### src/rtl/wsp_pkg.sv
// ----------------------------------------------------------------------------
// wsp_pkg: shared types and constants of the weighted stride server picker
// Command, status and state codes, and the controller/datapath link structs.
// ----------------------------------------------------------------------------
package wsp_pkg;

    // Width of the slot index and result slot fields
    localparam int IDX_BITS   = 3;
    // Width of the signed preference field
    localparam int PREF_BITS  = 11;
    // Width of a stored weight
    localparam int WEIGHT_BITS = 7;
    // Full weight; the pass stride is MAX_WEIGHT minus the weight
    localparam int MAX_WEIGHT = 100;
    // Number of slots that the index field can address
    localparam int MAX_SLOTS  = 2 ** IDX_BITS;

    typedef enum logic [2:0] {
        CMD_SELECT  = 3'd0,
        CMD_ADD     = 3'd1,
        CMD_SETPREF = 3'd2,
        CMD_EXCLUDE = 3'd3,
        CMD_RESTORE = 3'd4
    } t_cmd;

    typedef enum logic [1:0] {
        STAT_OK      = 2'd0,
        STAT_NONE    = 2'd1,
        STAT_PRESENT = 2'd2
    } t_status;

    typedef enum logic [1:0] {
        ST_IDLE,
        ST_SCAN,
        ST_UPDATE
    } t_state;

    // Controller to datapath commands
    typedef struct packed {
        logic accept;     // take the transaction on the input ports
        logic scan_step;  // compare one slot against the running best
        logic finish;     // apply the grant and post the select result
    } t_ctl_cmd;

    // Datapath to controller status
    typedef struct packed {
        logic need_scan;  // the offered transaction is a select that may grant
        logic scan_last;  // the slot under compare is the last one
    } t_dp_status;

endpackage

### src/rtl/weighted_stride_server_picker.sv
// Add, set preference, exclude, restore and a refused select post their
//   result in the cycle after the accepting edge; busy stays low.
// A live select walks the slot table one slot a cycle through one pass
//   comparator, then grants in the update state; busy is high meanwhile,
//   the result shows in the cycle busy drops, and only then is start taken.
// The result strobe lasts one cycle; results cannot be stalled.
// Reset is synchronous, active low, and clears every slot and flag at once.
// ----------------------------------------------------------------------------
// weighted_stride_server_picker: stride scheduler over a small slot table
// Grants the queued slot with the lowest pass and advances it by its stride.
// ----------------------------------------------------------------------------
module weighted_stride_server_picker #(
    parameter int SERVERS   = 8,
    parameter int PASS_BITS = 32
) (
    input  logic                                 i_clk,
    input  logic                                 i_rst_n,
    input  logic                                 start,
    output logic                                 busy,
    input  logic [2:0]                           i_command,
    input  logic [wsp_pkg::IDX_BITS-1:0]         i_server_index,
    input  logic signed [wsp_pkg::PREF_BITS-1:0] i_preference,
    output logic                                 o_valid,
    output logic                                 o_granted,
    output logic [wsp_pkg::IDX_BITS-1:0]         o_chosen_server,
    output logic [1:0]                           o_status
);
    import wsp_pkg::*;

    t_ctl_cmd   ctl_cmd;
    t_dp_status dp_status;

    // Sequence each transaction
    wsp_ctrl u_ctrl (
        .i_clk    (i_clk),
        .i_rst_n  (i_rst_n),
        .start    (start),
        .busy     (busy),
        .i_status (dp_status),
        .o_cmd    (ctl_cmd)
    );

    // Hold the slot table and results
    wsp_datapath #(
        .SERVERS   (SERVERS),
        .PASS_BITS (PASS_BITS)
    ) u_datapath (
        .i_clk           (i_clk),
        .i_rst_n         (i_rst_n),
        .i_cmd           (ctl_cmd),
        .o_status_bits   (dp_status),
        .i_command       (i_command),
        .i_server_index  (i_server_index),
        .i_preference    (i_preference),
        .o_valid         (o_valid),
        .o_granted       (o_granted),
        .o_chosen_server (o_chosen_server),
        .o_status        (o_status)
    );

endmodule

### src/rtl/wsp_ctrl.sv
// ----------------------------------------------------------------------------
// wsp_ctrl: sequencer of the weighted stride server picker
// Accepts transactions, walks the slot scan of a select and closes it out.
// ----------------------------------------------------------------------------
module wsp_ctrl (
    input  logic                i_clk,
    input  logic                i_rst_n,
    input  logic                start,
    output logic                busy,
    input  wsp_pkg::t_dp_status i_status,
    output wsp_pkg::t_ctl_cmd   o_cmd
);
    import wsp_pkg::*;

    t_state r_state;
    t_state n_state;

    // Hold the state register
    always_ff @(posedge i_clk) begin
        if (!i_rst_n) begin
            r_state <= ST_IDLE;
        end else begin
            r_state <= n_state;
        end
    end

    // Decode next state and datapath commands
    always_comb begin
        n_state         = r_state;
        o_cmd           = '0;
        busy            = 1'b1;
        unique case (r_state)
            ST_IDLE: begin
                busy         = 1'b0;
                o_cmd.accept = start;
                if (start && i_status.need_scan) begin
                    n_state = ST_SCAN;
                end
            end
            ST_SCAN: begin
                o_cmd.scan_step = 1'b1;
                if (i_status.scan_last) begin
                    n_state = ST_UPDATE;
                end
            end
            ST_UPDATE: begin
                o_cmd.finish = 1'b1;
                n_state      = ST_IDLE;
            end
            default: begin
                n_state = ST_IDLE;
            end
        endcase
    end

endmodule

### src/rtl/wsp_datapath.sv
// ----------------------------------------------------------------------------
// wsp_datapath: slot table, scan comparator and result register
// Holds per-slot weight, pass and queue order; applies each command.
// ----------------------------------------------------------------------------
module wsp_datapath #(
    parameter int SERVERS   = 8,
    parameter int PASS_BITS = 32
) (
    input  logic                                i_clk,
    input  logic                                i_rst_n,
    input  wsp_pkg::t_ctl_cmd                   i_cmd,
    output wsp_pkg::t_dp_status                 o_status_bits,
    input  logic [2:0]                          i_command,
    input  logic [wsp_pkg::IDX_BITS-1:0]        i_server_index,
    input  logic signed [wsp_pkg::PREF_BITS-1:0] i_preference,
    output logic                                o_valid,
    output logic                                o_granted,
    output logic [wsp_pkg::IDX_BITS-1:0]        o_chosen_server,
    output logic [1:0]                          o_status
);
    import wsp_pkg::*;

    // Slots beyond the reach of the index field can never be added
    localparam int NSLOT = (SERVERS < MAX_SLOTS) ? SERVERS : MAX_SLOTS;
    localparam int SW    = (NSLOT > 1) ? $clog2(NSLOT) : 1;
    localparam int CW    = $clog2(NSLOT + 1);
    localparam int PW    = PASS_BITS;

    logic                   r_present   [NSLOT];
    logic [WEIGHT_BITS-1:0] r_weight    [NSLOT];
    logic                   r_queued    [NSLOT];
    logic [PW-1:0]          r_pass      [NSLOT];
    logic [SW-1:0]          r_order     [NSLOT];
    logic [WEIGHT_BITS-1:0] r_init_pass [NSLOT];
    logic [SW-1:0]          r_init_order[NSLOT];
    logic [CW-1:0]          r_qcount;
    logic [CW-1:0]          r_acount;
    logic                   r_refuse;

    logic [SW-1:0]          r_scan_idx;
    logic                   r_found;
    logic [SW-1:0]          r_best_idx;
    logic [PW-1:0]          r_best_pass;
    logic [SW-1:0]          r_best_order;

    logic                   r_valid;
    logic                   r_granted;
    logic [IDX_BITS-1:0]    r_chosen;
    t_status                r_status;

    logic                   idx_ok;
    logic [SW-1:0]          slot_sel;
    logic [WEIGHT_BITS-1:0] clamped;
    logic                   take;
    logic [WEIGHT_BITS-1:0] inc;
    logic [PW-1:0]          inc_ext;
    logic [PW:0]            sum;
    logic                   ovf;
    logic [CW-1:0]          qlast;

    // Clamp a signed preference to 0..MAX_WEIGHT
    function automatic logic [WEIGHT_BITS-1:0] clamp_weight(
        input logic signed [PREF_BITS-1:0] pref
    );
        logic [WEIGHT_BITS-1:0] w;
        if (pref[PREF_BITS-1]) begin
            w = '0;
        end else if (pref > PREF_BITS'(MAX_WEIGHT)) begin
            w = WEIGHT_BITS'(MAX_WEIGHT);
        end else begin
            w = pref[WEIGHT_BITS-1:0];
        end
        return w;
    endfunction

    // Decode the offered slot and weight
    assign idx_ok   = ({1'b0, i_server_index} < (IDX_BITS + 1)'(NSLOT));
    assign slot_sel = i_server_index[SW-1:0];
    assign clamped  = clamp_weight(i_preference);

    // Compare the scanned slot against the running best
    assign take = r_queued[r_scan_idx] &&
                  (!r_found || (r_pass[r_scan_idx] < r_best_pass) ||
                   ((r_pass[r_scan_idx] == r_best_pass) &&
                    (r_order[r_scan_idx] < r_best_order)));

    // Form the stride add of the granted slot and its overflow
    assign inc     = WEIGHT_BITS'(MAX_WEIGHT) - r_weight[r_best_idx];
    assign inc_ext = PW'(inc);
    assign sum     = {1'b0, r_best_pass} + {1'b0, inc_ext};
    assign ovf     = sum[PW];
    assign qlast   = r_qcount - CW'(1);

    assign o_status_bits.need_scan = (i_command == CMD_SELECT) && !r_refuse;
    assign o_status_bits.scan_last = (r_scan_idx == SW'(NSLOT - 1));

    // Update the slot table, the scan and the result
    always_ff @(posedge i_clk) begin
        if (!i_rst_n) begin
            for (int i = 0; i < NSLOT; i++) begin
                r_present[i]    <= 1'b0;
                r_weight[i]     <= '0;
                r_queued[i]     <= 1'b0;
                r_pass[i]       <= '0;
                r_order[i]      <= '0;
                r_init_pass[i]  <= '0;
                r_init_order[i] <= '0;
            end
            r_qcount     <= '0;
            r_acount     <= '0;
            r_refuse     <= 1'b0;
            r_scan_idx   <= '0;
            r_found      <= 1'b0;
            r_best_idx   <= '0;
            r_best_pass  <= '0;
            r_best_order <= '0;
            r_valid      <= 1'b0;
            r_granted    <= 1'b0;
            r_chosen     <= '0;
            r_status     <= STAT_OK;
        end else begin
            r_valid <= 1'b0;

            // Accept a transaction; all but a live select finish here
            if (i_cmd.accept) begin
                r_scan_idx   <= '0;
                r_found      <= 1'b0;
                r_best_idx   <= '0;
                r_best_pass  <= '0;
                r_best_order <= '0;
                r_granted    <= 1'b0;
                r_chosen     <= '0;
                r_status     <= STAT_OK;
                r_valid      <= !o_status_bits.need_scan;
                unique case (i_command)
                    CMD_SELECT: begin
                        r_status <= STAT_NONE;
                    end
                    CMD_ADD: begin
                        if (idx_ok) begin
                            if (r_present[slot_sel]) begin
                                r_status <= STAT_PRESENT;
                            end else begin
                                r_present[slot_sel]    <= 1'b1;
                                r_weight[slot_sel]     <= clamped;
                                r_init_pass[slot_sel]  <=
                                    WEIGHT_BITS'(MAX_WEIGHT) - clamped;
                                r_init_order[slot_sel] <= r_acount[SW-1:0];
                                r_acount               <= r_acount + CW'(1);
                                if (!r_queued[slot_sel]) begin
                                    r_queued[slot_sel] <= 1'b1;
                                    r_pass[slot_sel]   <=
                                        PW'(WEIGHT_BITS'(MAX_WEIGHT) - clamped);
                                    r_order[slot_sel]  <= r_qcount[SW-1:0];
                                    r_qcount           <= r_qcount + CW'(1);
                                end
                            end
                        end
                    end
                    CMD_SETPREF: begin
                        if (idx_ok && r_present[slot_sel]) begin
                            r_weight[slot_sel] <= clamped;
                        end
                    end
                    CMD_EXCLUDE: begin
                        if (idx_ok && r_queued[slot_sel]) begin
                            for (int i = 0; i < NSLOT; i++) begin
                                if (r_queued[i] && (r_order[i] > r_order[slot_sel])) begin
                                    r_order[i] <= r_order[i] - SW'(1);
                                end
                            end
                            r_queued[slot_sel] <= 1'b0;
                            r_order[slot_sel]  <= '0;
                            r_qcount           <= r_qcount - CW'(1);
                        end
                    end
                    CMD_RESTORE: begin
                        for (int i = 0; i < NSLOT; i++) begin
                            r_queued[i] <= r_present[i];
                            r_pass[i]   <= r_present[i] ? PW'(r_init_pass[i]) : '0;
                            r_order[i]  <= r_present[i] ? r_init_order[i] : '0;
                        end
                        r_qcount <= r_acount;
                    end
                    default: begin
                    end
                endcase
            end

            // Advance the scan one slot a cycle
            if (i_cmd.scan_step) begin
                if (take) begin
                    r_found      <= 1'b1;
                    r_best_idx   <= r_scan_idx;
                    r_best_pass  <= r_pass[r_scan_idx];
                    r_best_order <= r_order[r_scan_idx];
                end
                r_scan_idx <= r_scan_idx + SW'(1);
            end

            // Grant the best slot, or refuse and latch the sticky flag
            if (i_cmd.finish) begin
                r_valid <= 1'b1;
                if (r_found) begin
                    for (int i = 0; i < NSLOT; i++) begin
                        if (r_queued[i]) begin
                            if (ovf) begin
                                r_pass[i] <= r_pass[i] - r_best_pass;
                            end
                            if (r_order[i] > r_best_order) begin
                                r_order[i] <= r_order[i] - SW'(1);
                            end
                        end
                    end
                    r_pass[r_best_idx]  <= ovf ? inc_ext : sum[PW-1:0];
                    r_order[r_best_idx] <= qlast[SW-1:0];
                    r_granted           <= 1'b1;
                    r_chosen            <= IDX_BITS'(r_best_idx);
                    r_status            <= STAT_OK;
                end else begin
                    r_refuse  <= 1'b1;
                    r_granted <= 1'b0;
                    r_chosen  <= '0;
                    r_status  <= STAT_NONE;
                end
            end
        end
    end

    assign o_valid         = r_valid;
    assign o_granted       = r_granted;
    assign o_chosen_server = r_chosen;
    assign o_status        = r_status;

endmodule

### config.mk
export PLATFORM = sky130hd
export DESIGN_NAME = weighted_stride_server_picker
export DESIGN_NICKNAME = d
export VERILOG_FILES = /design/src/rtl/wsp_pkg.sv /design/src/rtl/weighted_stride_server_picker.sv /design/src/rtl/wsp_ctrl.sv /design/src/rtl/wsp_datapath.sv
export SDC_FILE = /design/constraint.sdc
export NUM_CORES = 2
export LEC_CHECK = 0
export BUFFER_PORTS_ARGS = -buffer_cell sky130_fd_sc_hd__buf_2
export CAP_MARGIN = 5
export CORE_UTILIZATION = 40
export DETAILED_ROUTE_END_ITERATION = 6
export SYNTH_ARGS = -nofsm -noshare
export SYNTH_HDL_FRONTEND = slang
export SYNTH_SLANG_ARGS = --single-unit
### constraint.sdc
create_clock -name i_clk -period 5.3 [get_ports i_clk]
set_input_delay 0 -clock i_clk [delete_from_list [all_inputs] [get_ports i_clk]]
set_output_delay 0 -clock i_clk [all_outputs]
set_load 0.05 [all_outputs]
==> results.ini <==
[outcome]
status=completed

[floorplanning]
die_h_um=311
coreArea_um2=93900
initial_utilization=0.406
fp-row-count=112
dieWidth_um=311
die-area_um2=96600
ios=28

[worst_setup_path]
cp-start-kind=register
cp.arrival_ns=5.32
cp.required_ns=5.69
path_cells=mux4_2 -> mux2i_1 -> ha_1 -> o21ai_0 -> nor2_1 -> nor2_1 -> xor2_1 -> ha_1 -> or3_1 -> o21ai_1 -> buf_4 -> nor4_2 -> buf_4 -> nand2_1 -> nand3_2 -> buf_4
r2r_cells=16
critical_path_class=reg2reg
cp-startpoint=u_datapath.r_best_idx[0]
crit_path_end=u_datapath.r_pass[3][0]
timing.rr.end=u_datapath.r_pass[3][0]
rrSetupSlack_ns=0.37
cpMostUsedCell=buf_4
slowest_delay_ns=0.53
r2r-start=u_datapath.r_best_idx[0]
crit_path_end_kind=register
crit_fanout=11
cpMaxStageDelayCell=mux4_2

[layout]
drive_gt1_frac=0.111
fin_nets=4385
syn_to_final_growth_pct=10.8
fillCellCount=9064
n_antenna_cell=0
design_area_um2=42300

[clock_network]
cts_tree=done
cts.clk_slew.worst_paths_ns=0.06
cts_made_buffers=56
cts.sinks=493
clk_latency_ns=0.66
cts_buffer_depth=3
cts_setup_buffers=0
htree_levels=2
clock-root-buffer=clkbuf_16

[timing]
finalMaxSlewViolations=0
period_needed_ns=4.93
setup_violations=0
finalHoldViolCount=0
fmax_mhz=203
slew_headroom=0.199
worst_pin_slew_ns=1.19
timing.final.ws_setup_ns=0.371
clock_skew_ns=0.0264
rsz0062_at_grt=false
period_share=0.930

[logic_synthesis]
synth_flop_cell=edfxtp_1
synth.avg_cell_area_um2=9.65
syn_nets=4334
synthCells=3953
synth_area_um2=38200
synth.distinct_cells=91
ys_seq_area_frac=0.369
ys_warn_count=0
ys_seq_elements=493
async_flop_share=0
synth_edf_count=419

[drt]
wl_per_cell_um=26.1
routed_wl_um=138000
postRouteAntennaNets=0
viasPerCell=6.28
drc_errors=0
drtIter0Drc=3713
via_count=33300
drt_pre_antenna_iters=5

[global_route]
grt_max_degree=78
grt_pass1_wl_um=204000
grt_pass1_vias=31100
overflow=0
grtUsageTotal=0.278
antenna_found_initial=2

[placed_design]
dp_hpwl_um=104000
gp_congestion=0.973
pre_cts_slack_ns=-0.197
dpl-instance-area_um2=40400
io_buffers=27

[min_path]
hp-class=in2reg

[power]
power_density_nw_per_um2=238
power.leakage_nw=16.1
vdd_drop_max_uv=230

[job]
cap_violations=0

-- flip-flops by register name, indices dropped and copies added, names as in the netlist, named ones only --
name,cells
u_datapath.r_best_idx,3
u_datapath.r_acount,3
u_datapath.r_init_pass,56
u_ctrl.r_state,2
u_datapath.r_found,1
u_datapath.r_best_order,3
u_datapath.r_init_order,24
u_datapath.r_present,8
u_datapath.r_best_pass,32
u_datapath.r_weight,56
u_datapath.r_queued,8
u_datapath.o_granted,1
u_datapath.o_valid,1
u_datapath.r_refuse,1
u_datapath.o_status,2
u_datapath.o_chosen_server,3
u_datapath.r_scan_idx,3
u_datapath.r_pass,256
u_datapath.r_qcount,3
u_datapath.r_order,24
-- cells by family (layout without fill, tap and decap cells) --
kind of cell / count (synthesis) / count (layout) / synth area share
muxes: 197 / 197 / 0.0845
buffers and inverters: 325 / 424 / 0.0329
xor gates and xnor gates: 258 / 258 / 0.0592
adders and majority gates: 361 / 361 / 0.120
AOI/OAI and AO/OA: 1128 / 1128 / 0.189
and+or+nand+nor: 1191 / 1191 / 0.146
DFF: 493 / 493 / 0.369
-- synth_stat cells (35+ instances only) --
library cell  instances  share of area
mux2i_1              61          0.016
nor2_1              376          0.037
a21oi_1             265          0.035
inv_1               151          0.015
clkbuf_1            137          0.013
nand2b_1             35         0.0057
xor2_1              100          0.023
nor3_1               59         0.0077
o22ai_1             137          0.022
a21o_1              117          0.023
a221oi_1             42         0.0096
xnor2_1             158          0.036
o21ai_0             245          0.032
mux2_2               40          0.012
ha_1                352           0.12
dfxtp_1              74          0.039
o21a_1               41         0.0081
nor2b_1              43         0.0070
edfxtp_1            419           0.33
mux4_2               96          0.057
nand2_1             317          0.031
nand3_1             178          0.023
-- critical path: cells and delay by family (launching register included) --
kind                     cells  cell delay, ns
XOR/XNOR                     1            0.18
buffers and inverters        3            0.84
AND/OR/NAND/NOR              6            1.46
multiplexers                 2            0.88
flip-flops                   1            0.47
AO/OA/AOI/OAI                2            0.39
adder cells (fa/ha/maj)      2            0.44
-- routing by layer --
metal  up-vias  share of wire  global-route usage
met1     16200           0.42               0.385
met3       293          0.086              0.0347
met5         -        0.00013                   0
met2      1682           0.44               0.436
met4         2          0.048               0.121
li1      15100              -                   -
-- placed cells by master, fill, tap and decap left out, drive strengths merged, types with 12 or more instances in the layout --
cell type,Yosys,routed
and2,22,22
a221oi,42,42
o21a,41,41
o211ai,15,15
nor3,60,60
nor2,376,376
or2,16,16
a22oi,12,12
xor2,100,100
o21ai,256,256
nor2b,43,43
buf,34,156
a31o,12,12
clkinv,2,20
o221ai,12,12
inv,151,154
a31oi,23,23
nor4,18,18
o21bai,34,34
nand2b,35,35
and3,31,31
nand3,178,178
a21o,117,117
ha,352,352
nand4,29,29
xnor2,158,158
clkbuf,138,80
mux2i,61,61
nand2,318,318
mux2,40,40
o22ai,137,137
dfxtp,74,74
a211oi,31,31
edfxtp,419,419
o31ai,18,18
or3,21,21
a21oi,266,266
mux4,96,96
-- final cells by class --
class / instances / area, um^2 / share of cell area
clock inverter: 26 / 219 / 0.00518
inverter: 153 / 574 / 0.0136
multi-input combinational: 3135 / 23000 / 0.543
timing repair buffer: 165 / 1280 / 0.0303
tap: 1254 / 1570 / 0.0371
clock buffer: 80 / 1600 / 0.0379
sequential: 493 / 14100 / 0.333
-- worst min path at each step --
stage                               from                        end  slack [ns]  depth (start not counted)
global route           i_server_index[2]     u_datapath.r_queued[4]        0.06                          3
finish                  i_preference[10]  u_datapath.r_weight[2][6]        0.02                          5
detailed placement  u_datapath.o_granted       u_datapath.o_granted        0.45                          2
CTS                     i_preference[10]  u_datapath.r_weight[7][6]        0.02                          5
global placement    u_datapath.o_granted       u_datapath.o_granted        0.43                          2
floorplan                          start         u_datapath.o_valid        0.19                          2
-- what timing repair did --
| item | CTS | global route |
|---|---|---|
| setup endpoints to repair | 99 | 80 |
| gates resized for setup | 1 | 5 |
| hold buffers | 9 | 0 |
| cloned | 0 | 0 |
| endpoints found under the hold margin | 53 | 0 |
-- metrics by stage --
step                total power, mW  hold slack (ns)  utilization  instances  setup TNS [ns]
detailed placement             6.12            0.449        0.430       5191           -4.60
floorplan                      5.61            0.189            -       3953               0
finish                         10.1           0.0245        0.451       5306               0
CTS                            10.0           0.0151        0.450       5306               0
global route                   10.4           0.0606        0.451       5306               0
global placement               6.11            0.434        0.430       5191           -1.05
-- power breakdown --
part | leakage, nW | internal [mW] | switching (mW)
Combinational | 10.3 | 0.658 | 0.987
Clock | 0.890 | 2.17 | 1.79
Sequential | 4.95 | 4.34 | 0.111
Total | 16.1 | 7.18 | 2.89
Note: power is estimated with default switching activity, not from simulation.
